**src/design/chs_pkg.sv**
```systemverilog
// ----------------------------------------------------------------------------
// Circular heading smoother package
// Shared widths, angle constants, configuration register indexes, item codes
// and the short-way angle difference.
// ----------------------------------------------------------------------------
`default_nettype none

package chs_pkg;

  localparam int HEAD_W  = 15;
  localparam int RAW_W   = 16;
  localparam int SPEED_W = 16;
  localparam int GAIN_W  = 16;
  localparam int THR_W   = 14;
  localparam int CFG_W   = 16;
  localparam int CFG_IDX_W = 2;

  localparam logic [RAW_W-1:0]    FULL_TURN   = 16'd23040;
  localparam logic signed [15:0]  FULL_TURN_S = 16'sd23040;
  localparam logic signed [15:0]  HALF_TURN_S = 16'sd11520;

  localparam logic [SPEED_W-1:0] MIN_SPEED_RESET        = 16'd1000;
  localparam logic [GAIN_W-1:0]  SMOOTHING_GAIN_RESET   = 16'd8192;
  localparam logic [THR_W-1:0]   REDRAW_THRESHOLD_RESET = 14'd320;

  localparam logic KIND_SAMPLE = 1'b0;
  localparam logic KIND_CLEAR  = 1'b1;

  typedef enum logic [CFG_IDX_W-1:0] {
    REG_MIN_SPEED        = 2'd0,
    REG_SMOOTHING_GAIN   = 2'd1,
    REG_REDRAW_THRESHOLD = 2'd2
  } reg_index_t;

  typedef logic [HEAD_W-1:0] heading_t;

  // Signed difference a - b taken the short way round, in (-half, half].
  function automatic logic signed [HEAD_W-1:0] short_diff(input heading_t a,
                                                          input heading_t b);
    logic signed [15:0] d;
    d = $signed({1'b0, a}) - $signed({1'b0, b});
    if (d > HALF_TURN_S) begin
      d = d - FULL_TURN_S;
    end else if (d <= -HALF_TURN_S) begin
      d = d + FULL_TURN_S;
    end
    return d[HEAD_W-1:0];
  endfunction

endpackage

`default_nettype wire

```
**src/design/circular_heading_smoother_core.sv**
```systemverilog
// ----------------------------------------------------------------------------
// Circular heading smoother core
// Exponential moving average of a course over ground, taken on the circle,
// with sample gating on fix, range and speed, and a redraw flag when the
// smoothed heading leaves the last drawn heading by the threshold.
// ----------------------------------------------------------------------------
//   channel  | handshake             | word
//   ---------+-----------------------+----------------------------------------
//   in       | in_valid / in_ready   | kind, has_fix, speed, raw_heading
//   out      | out_valid / out_ready | redraw, heading_valid, smoothed_heading
//   cfg      | cfg_write             | cfg_index, cfg_data
//
// One word is taken every cycle unless the output stalls; its result is
// registered. The rate is set by the heading feedback loop: difference, gain
// multiply, wrap and redraw compare all complete in the cycle a word leaves
// the input register. Reset restores the register defaults and clears the
// heading. When out_ready is low the input register holds one further word.
// ----------------------------------------------------------------------------
`default_nettype none

module circular_heading_smoother_core (
  input  wire                         clk,
  input  wire                         rst,
  input  wire                         in_valid,
  output logic                        in_ready,
  input  wire                         kind,
  input  wire                         has_fix,
  input  wire [chs_pkg::SPEED_W-1:0]  speed,
  input  wire [chs_pkg::RAW_W-1:0]    raw_heading,
  output logic                        out_valid,
  input  wire                         out_ready,
  output logic                        redraw,
  output logic                        heading_valid,
  output logic [chs_pkg::HEAD_W-1:0]  smoothed_heading,
  input  wire                         cfg_write,
  input  wire [chs_pkg::CFG_IDX_W-1:0] cfg_index,
  input  wire [chs_pkg::CFG_W-1:0]    cfg_data
);
  import chs_pkg::*;

  logic [SPEED_W-1:0] min_speed;
  logic [GAIN_W-1:0]  smoothing_gain;
  logic [THR_W-1:0]   redraw_threshold;

  logic               s1_valid;
  logic               s1_kind;
  logic               s1_has_fix;
  logic [SPEED_W-1:0] s1_speed;
  logic [RAW_W-1:0]   s1_raw_heading;
  logic               s1_advance;

  logic     have_heading;
  logic     have_drawn;
  heading_t current_heading;
  heading_t drawn_heading;

  logic     have_heading_next;
  logic     have_drawn_next;
  heading_t current_heading_next;
  heading_t drawn_heading_next;
  logic     redraw_next;

  logic                     sample_ok;
  heading_t                 sample_heading;
  logic signed [HEAD_W-1:0] sample_diff;
  logic signed [31:0]       product;
  logic signed [16:0]       step;
  logic signed [17:0]       sum;
  heading_t                 smoothed;
  heading_t                 new_heading;
  logic signed [HEAD_W-1:0] draw_diff;
  logic signed [HEAD_W-1:0] draw_neg;
  logic [THR_W-1:0]         draw_mag;

  assign s1_advance = s1_valid && (!out_valid || out_ready);
  assign in_ready   = !s1_valid || s1_advance;

  always_ff @(posedge clk) begin
    if (rst) begin
      min_speed        <= MIN_SPEED_RESET;
      smoothing_gain   <= SMOOTHING_GAIN_RESET;
      redraw_threshold <= REDRAW_THRESHOLD_RESET;
    end else if (cfg_write) begin
      case (reg_index_t'(cfg_index))
        REG_MIN_SPEED:        min_speed        <= cfg_data;
        REG_SMOOTHING_GAIN:   smoothing_gain   <= cfg_data;
        REG_REDRAW_THRESHOLD: redraw_threshold <= cfg_data[THR_W-1:0];
        default: ;
      endcase
    end
  end

  always_ff @(posedge clk) begin
    if (rst) begin
      s1_valid <= 1'b0;
    end else if (in_ready) begin
      s1_valid <= in_valid;
    end
    if (in_valid && in_ready) begin
      s1_kind        <= kind;
      s1_has_fix     <= has_fix;
      s1_speed       <= speed;
      s1_raw_heading <= raw_heading;
    end
  end

  always_comb begin
    sample_ok = s1_has_fix && (s1_raw_heading <= FULL_TURN) && (s1_speed >= min_speed);
    sample_heading = (s1_raw_heading == FULL_TURN) ? '0 : s1_raw_heading[HEAD_W-1:0];
    sample_diff = short_diff(sample_heading, current_heading);
    product = $signed({1'b0, smoothing_gain}) * sample_diff;
    step = product[31:15];
    sum = $signed({3'b000, current_heading}) + $signed({step[16], step});
    if (sum < 0) begin
      smoothed = HEAD_W'(sum + $signed({2'b00, FULL_TURN}));
    end else if (sum >= $signed({2'b00, FULL_TURN})) begin
      smoothed = HEAD_W'(sum - $signed({2'b00, FULL_TURN}));
    end else begin
      smoothed = sum[HEAD_W-1:0];
    end
    new_heading = have_heading ? smoothed : sample_heading;
    draw_diff = short_diff(new_heading, drawn_heading);
    draw_neg  = -draw_diff;
    draw_mag  = draw_diff[HEAD_W-1] ? draw_neg[THR_W-1:0] : draw_diff[THR_W-1:0];

    have_heading_next    = have_heading;
    have_drawn_next      = have_drawn;
    current_heading_next = current_heading;
    drawn_heading_next   = drawn_heading;
    redraw_next          = 1'b0;
    if (s1_kind == KIND_CLEAR) begin
      have_heading_next    = 1'b0;
      have_drawn_next      = 1'b0;
      current_heading_next = '0;
      drawn_heading_next   = '0;
    end else if (sample_ok) begin
      have_heading_next    = 1'b1;
      current_heading_next = new_heading;
      if (!have_drawn || (draw_mag >= redraw_threshold)) begin
        have_drawn_next    = 1'b1;
        drawn_heading_next = new_heading;
        redraw_next        = 1'b1;
      end
    end
  end

  always_ff @(posedge clk) begin
    if (rst) begin
      have_heading    <= 1'b0;
      have_drawn      <= 1'b0;
      current_heading <= '0;
      drawn_heading   <= '0;
      out_valid       <= 1'b0;
    end else begin
      if (s1_advance) begin
        have_heading    <= have_heading_next;
        have_drawn      <= have_drawn_next;
        current_heading <= current_heading_next;
        drawn_heading   <= drawn_heading_next;
        out_valid       <= 1'b1;
      end else if (out_ready) begin
        out_valid <= 1'b0;
      end
    end
    if (s1_advance) begin
      redraw           <= redraw_next;
      heading_valid    <= have_heading_next;
      smoothed_heading <= have_heading_next ? current_heading_next : '0;
    end
  end

`ifndef NO_ASSERTIONS
  a_heading_in_range: assert property (@(posedge clk) disable iff (rst)
    current_heading < FULL_TURN[HEAD_W-1:0] && drawn_heading < FULL_TURN[HEAD_W-1:0])
    else $error("stored heading outside one turn");

  a_drawn_tracks_heading: assert property (@(posedge clk) disable iff (rst)
    have_drawn == have_heading)
    else $error("drawn flag out of step with heading flag");

  a_clear_empties: assert property (@(posedge clk) disable iff (rst)
    s1_advance && s1_kind == KIND_CLEAR |=> !have_heading && current_heading == '0)
    else $error("clear word left heading state");

  a_redraw_needs_heading: assert property (@(posedge clk) disable iff (rst)
    out_valid && redraw |-> heading_valid)
    else $error("redraw flagged without a heading");

  a_invalid_reads_zero: assert property (@(posedge clk) disable iff (rst)
    out_valid && !heading_valid |-> smoothed_heading == '0)
    else $error("heading shown while not valid");
`endif

endmodule

`default_nettype wire
```
**config.mk**
```make
export PLATFORM = sky130hd
export DESIGN_NAME = circular_heading_smoother_core
export DESIGN_NICKNAME = d
export VERILOG_FILES = /design/src/design/chs_pkg.sv /design/src/design/circular_heading_smoother_core.sv
export SDC_FILE = /design/constraint.sdc
export NUM_CORES = 1
export LEC_CHECK = 0
export BUFFER_PORTS_ARGS = -buffer_cell sky130_fd_sc_hd__clkbuf_2
export CAP_MARGIN = 0
export CORE_MARGIN = 5
export CORE_UTILIZATION = 35
export DETAILED_ROUTE_END_ITERATION = 16
export HOLD_SLACK_MARGIN = 0.1
export PLACE_DENSITY_LB_ADDON = 0.05
export SETUP_SLACK_MARGIN = 0.5
export SKIP_CTS_REPAIR_TIMING = 1
export SYNTH_ARGS = -nofsm -noshare
export SYNTH_HDL_FRONTEND = slang
export SYNTH_SLANG_ARGS = --single-unit
```
**constraint.sdc**
```tcl
create_clock -name clk -period 19.51 [get_ports clk]
set_clock_uncertainty 0.15 [all_clocks]
set_input_delay 1.951 -clock clk [delete_from_list [all_inputs] [get_ports clk]]
set_output_delay 1.951 -clock clk [all_outputs]
set_load 0.01 [all_outputs]
```
==> out/results.ini <==
[drt]
drtPass1Iterations=5
drc=0
routed_wl_microns=52300
drtIter0Drc=808
vias_per_cell=5.07
num_vias=14000
wl_per_cell_microns=18.9
drtAntennaViolNets=0

[critical_path]
required_ns=19.65
crit_path_start_kind=register
startpoint=s1_raw_heading[0]$_DFFE_PP_
cp_slowest_cell=fa_1
crit_path_end_kind=register
critPathMaxFanout=13
endpoint=drawn_heading[0]$_SDFFE_PP0P_
r2r_slack_ns=1.78
worstSetupPathType=reg -> reg
cp_slowest_stage_delay_ns=0.55
crit_top_cell=inv_1
r2r_start=s1_raw_heading[0]$_DFFE_PP_
arrival_ns=17.87
reg2reg_depth=74
worstReg2RegEnd=drawn_heading[0]$_SDFFE_PP0P_

[global_routing]
use_met1_pct=29.4
grt_usage_pct=19.7
grt_util_met3_pct=1.93
grt_pass1_vias=14400
antenna_found_initial=1
grt.met2_usage_pct=31.7
gr-total-overflow=0
top_usage_layer=met2
grt_first_pass_wirelength_microns=82900
grt_max_degree=73

[clock_tree]
clk_pin_slew_worst_paths_ns=0.06
cts_max_level=4
cts_sinks=131
worstSkewPairLatency_ns=0.43
numCtsBuffers=17
cts.path.max_buffers=2
cts_root_buffer=clkbuf_16
cts_tree=yes

[synthesis]
netlist_top_cells_count=inv_1, nand2_1, ha_1
ys_ff_latch=131
synthArstFlopShare_pct=0
avgSynthCellArea_sq_um=8.59
seq_area_frac_synth_pct=18.0
netlist_area_sq_um=17400
synth_edf_count=51
syn_inst=2021
synth.most_common_cell=inv_1
synthFlopType=dfxtp_1
syn_nets=2451
yosysUniqueCellTypes=98
synth_top_cell_area_share_pct=21.1
yosysTopAreaCell=fa_1
synth_area_leaders=fa_1, ha_1, dfxtp_1, edfxtp_1, inv_1
ys.warnings.count=0

[floorplanning]
fp-row-count=81
die_x_microns=233
num_io_pins=76
fp.dieH_microns=233
dieArea_sq_um=54200
core_sq_um=49100
initial_core_util_pct=35.4

[outcome]
status=complete, no violations

[finish]
layout.area.seq_sq_um=3130
nets=2516
drive_above_1_share_pct=11.0
diodes=0
design_area_sq_um=19500
syn_to_final_growth_pct=12.2
n_fill_cell=5082
multiInputGateArea_sq_um=13000

[flow_run]
cap_violations=0

[sta]
rsz0062_at_grt=false
tns_ns=0
worst_slew_pin_slew_ns=1.02
final.period_utilization_pct=90.9
period_needed_ns=17.73
slew_headroom_pct=31.2
fmax_mhz=56.4
setup_violations=0
finalMaxSlewViolations=0
timing.final.hold_violations=0

[place]
gp_congestion=0.885
place_area_sq_um=18600
dp_hpwl_microns=42400
portBuffers=75

[min_path]
hold_path_class=reg -> reg

[pwr]
vdd_drop_max_uv=78.6
pwr_density_cell_nw_per_um2=109
p_leak_nw=8.89
power_mw=2.13

==> sequential cells by signal, summed over array words and instances (netlist names) <==
| register | flops |
|---|---|
| redraw_threshold | 14 |
| have_heading | 1 |
| s1_raw_heading | 16 |
| have_drawn | 1 |
| heading_valid | 1 |
| min_speed | 16 |
| s1_valid | 1 |
| redraw | 1 |
| current_heading | 15 |
| smoothed_heading | 15 |
| s1_has_fix | 1 |
| out_valid | 1 |
| s1_speed | 16 |
| drawn_heading | 15 |
| smoothing_gain | 16 |
| s1_kind | 1 |
==> power by group <==
| group | switching, mW | internal (mW) | total (mW) | leakage [nW] |
|---|---|---|---|---|
| combinational | 0.898 | 0.590 | 1.49 | 7.47 |
| sequential | 0.00919 | 0.296 | 0.305 | 1.13 |
| clock | 0.130 | 0.203 | 0.333 | 0.288 |
==> worst min-delay path by stage <==
| stage | start | cells past startpoint | to | slack, ns |
|---|---|---|---|---|
| CTS | smoothing_gain[11]$_SDFFE_PP0P_ | 2 | smoothing_gain[11]$_SDFFE_PP0P_ | 0.31 |
| global route | min_speed[2]$_SDFFE_PP0P_ | 2 | min_speed[2]$_SDFFE_PP0P_ | 0.32 |
| floorplan | drawn_heading[10]$_SDFFE_PP0P_ | 1 | drawn_heading[10]$_SDFFE_PP0P_ | 0.28 |
| detailed placement | smoothing_gain[11]$_SDFFE_PP0P_ | 2 | smoothing_gain[11]$_SDFFE_PP0P_ | 0.30 |
| global placement | min_speed[11]$_SDFFE_PP0P_ | 2 | min_speed[11]$_SDFFE_PP0P_ | 0.29 |
| finish | smoothing_gain[11]$_SDFFE_PP0P_ | 2 | smoothing_gain[11]$_SDFFE_PP0P_ | 0.31 |
==> metal layers <==
metal  routed length (microns)  vias to the layer above  share of wire, %
met2                     23800                      235                45
met1                     26500                     6895                51
met4                       424                        0              0.81
li1                          -                     6859                 -
met3                      1660                       32               3.2
met5                         0                        -                 0
==> cells in the final DEF, fill, tap and decap left out, types with 17 or more instances in the layout <==
cell type	n
a21oi_1	99
nand2_1	265
o21ai_0	39
xor2_1	23
xnor2_1	41
a31oi_1	19
mux2i_1	19
and3_1	17
and2_1	43
inv_1	301
o21a_1	18
edfxtp_1	51
nor2b_1	34
clkbuf_2	75
nand3_1	30
fa_1	183
nor3_1	20
a21o_1	22
ha_1	189
clkbuf_16	17
dfxtp_1	80
nor2_1	131
buf_4	48
nand2b_1	47
==> per-stage QoR <==
stage / hold slack, ns / setup WS (ns) / cells / utilization (%)
after global placement: 0.295 / 0.906 / 2724 / 37.9
after CTS: 0.309 / 0.283 / 2756 / 39.1
final: 0.306 / 1.78 / 2763 / 39.7
after detailed placement: 0.301 / 0.317 / 2724 / 37.9
after floorplan: 0.282 / 2.45 / 2021 / -
after global routing: 0.320 / 0.513 / 2763 / 39.7
==> critical path, delay by kind of cell (launching register included) <==
kind / cells / cell delay (ns)
compound gates: 31 / 6.67
flops: 1 / 0.44
simple gates: 14 / 3.05
fa+ha+maj: 12 / 4.93
buf+inv: 11 / 1.08
mux: 1 / 0.21
xor+xnor: 5 / 1.02
==> layout make-up <==
cell class	instances	share of cell area, %
multi-input combinational	1508	66.8
sequential	131	16.1
inverter	303	5.84
tap	664	4.26
timing repair buffer	125	3.94
clock buffer	18	2.20
clock inverter	14	0.918
==> cell families (layout without fill, tap and decap cells) <==
| kind of cell | count (synthesis) | count (layout) | synth area share (%) |
|---|---|---|---|
| flip-flops | 131 | 131 | 18.0 |
| adder cells (fa/ha/maj) | 373 | 373 | 34.8 |
| XOR/XNOR | 74 | 74 | 3.91 |
| buffers and inverters | 382 | 460 | 8.45 |
| AO/OA/AOI/OAI | 366 | 366 | 14.9 |
| AND/OR/NAND/NOR | 674 | 674 | 18.7 |
| multiplexers | 21 | 21 | 1.22 |
(Power assumes the default switching activity.)
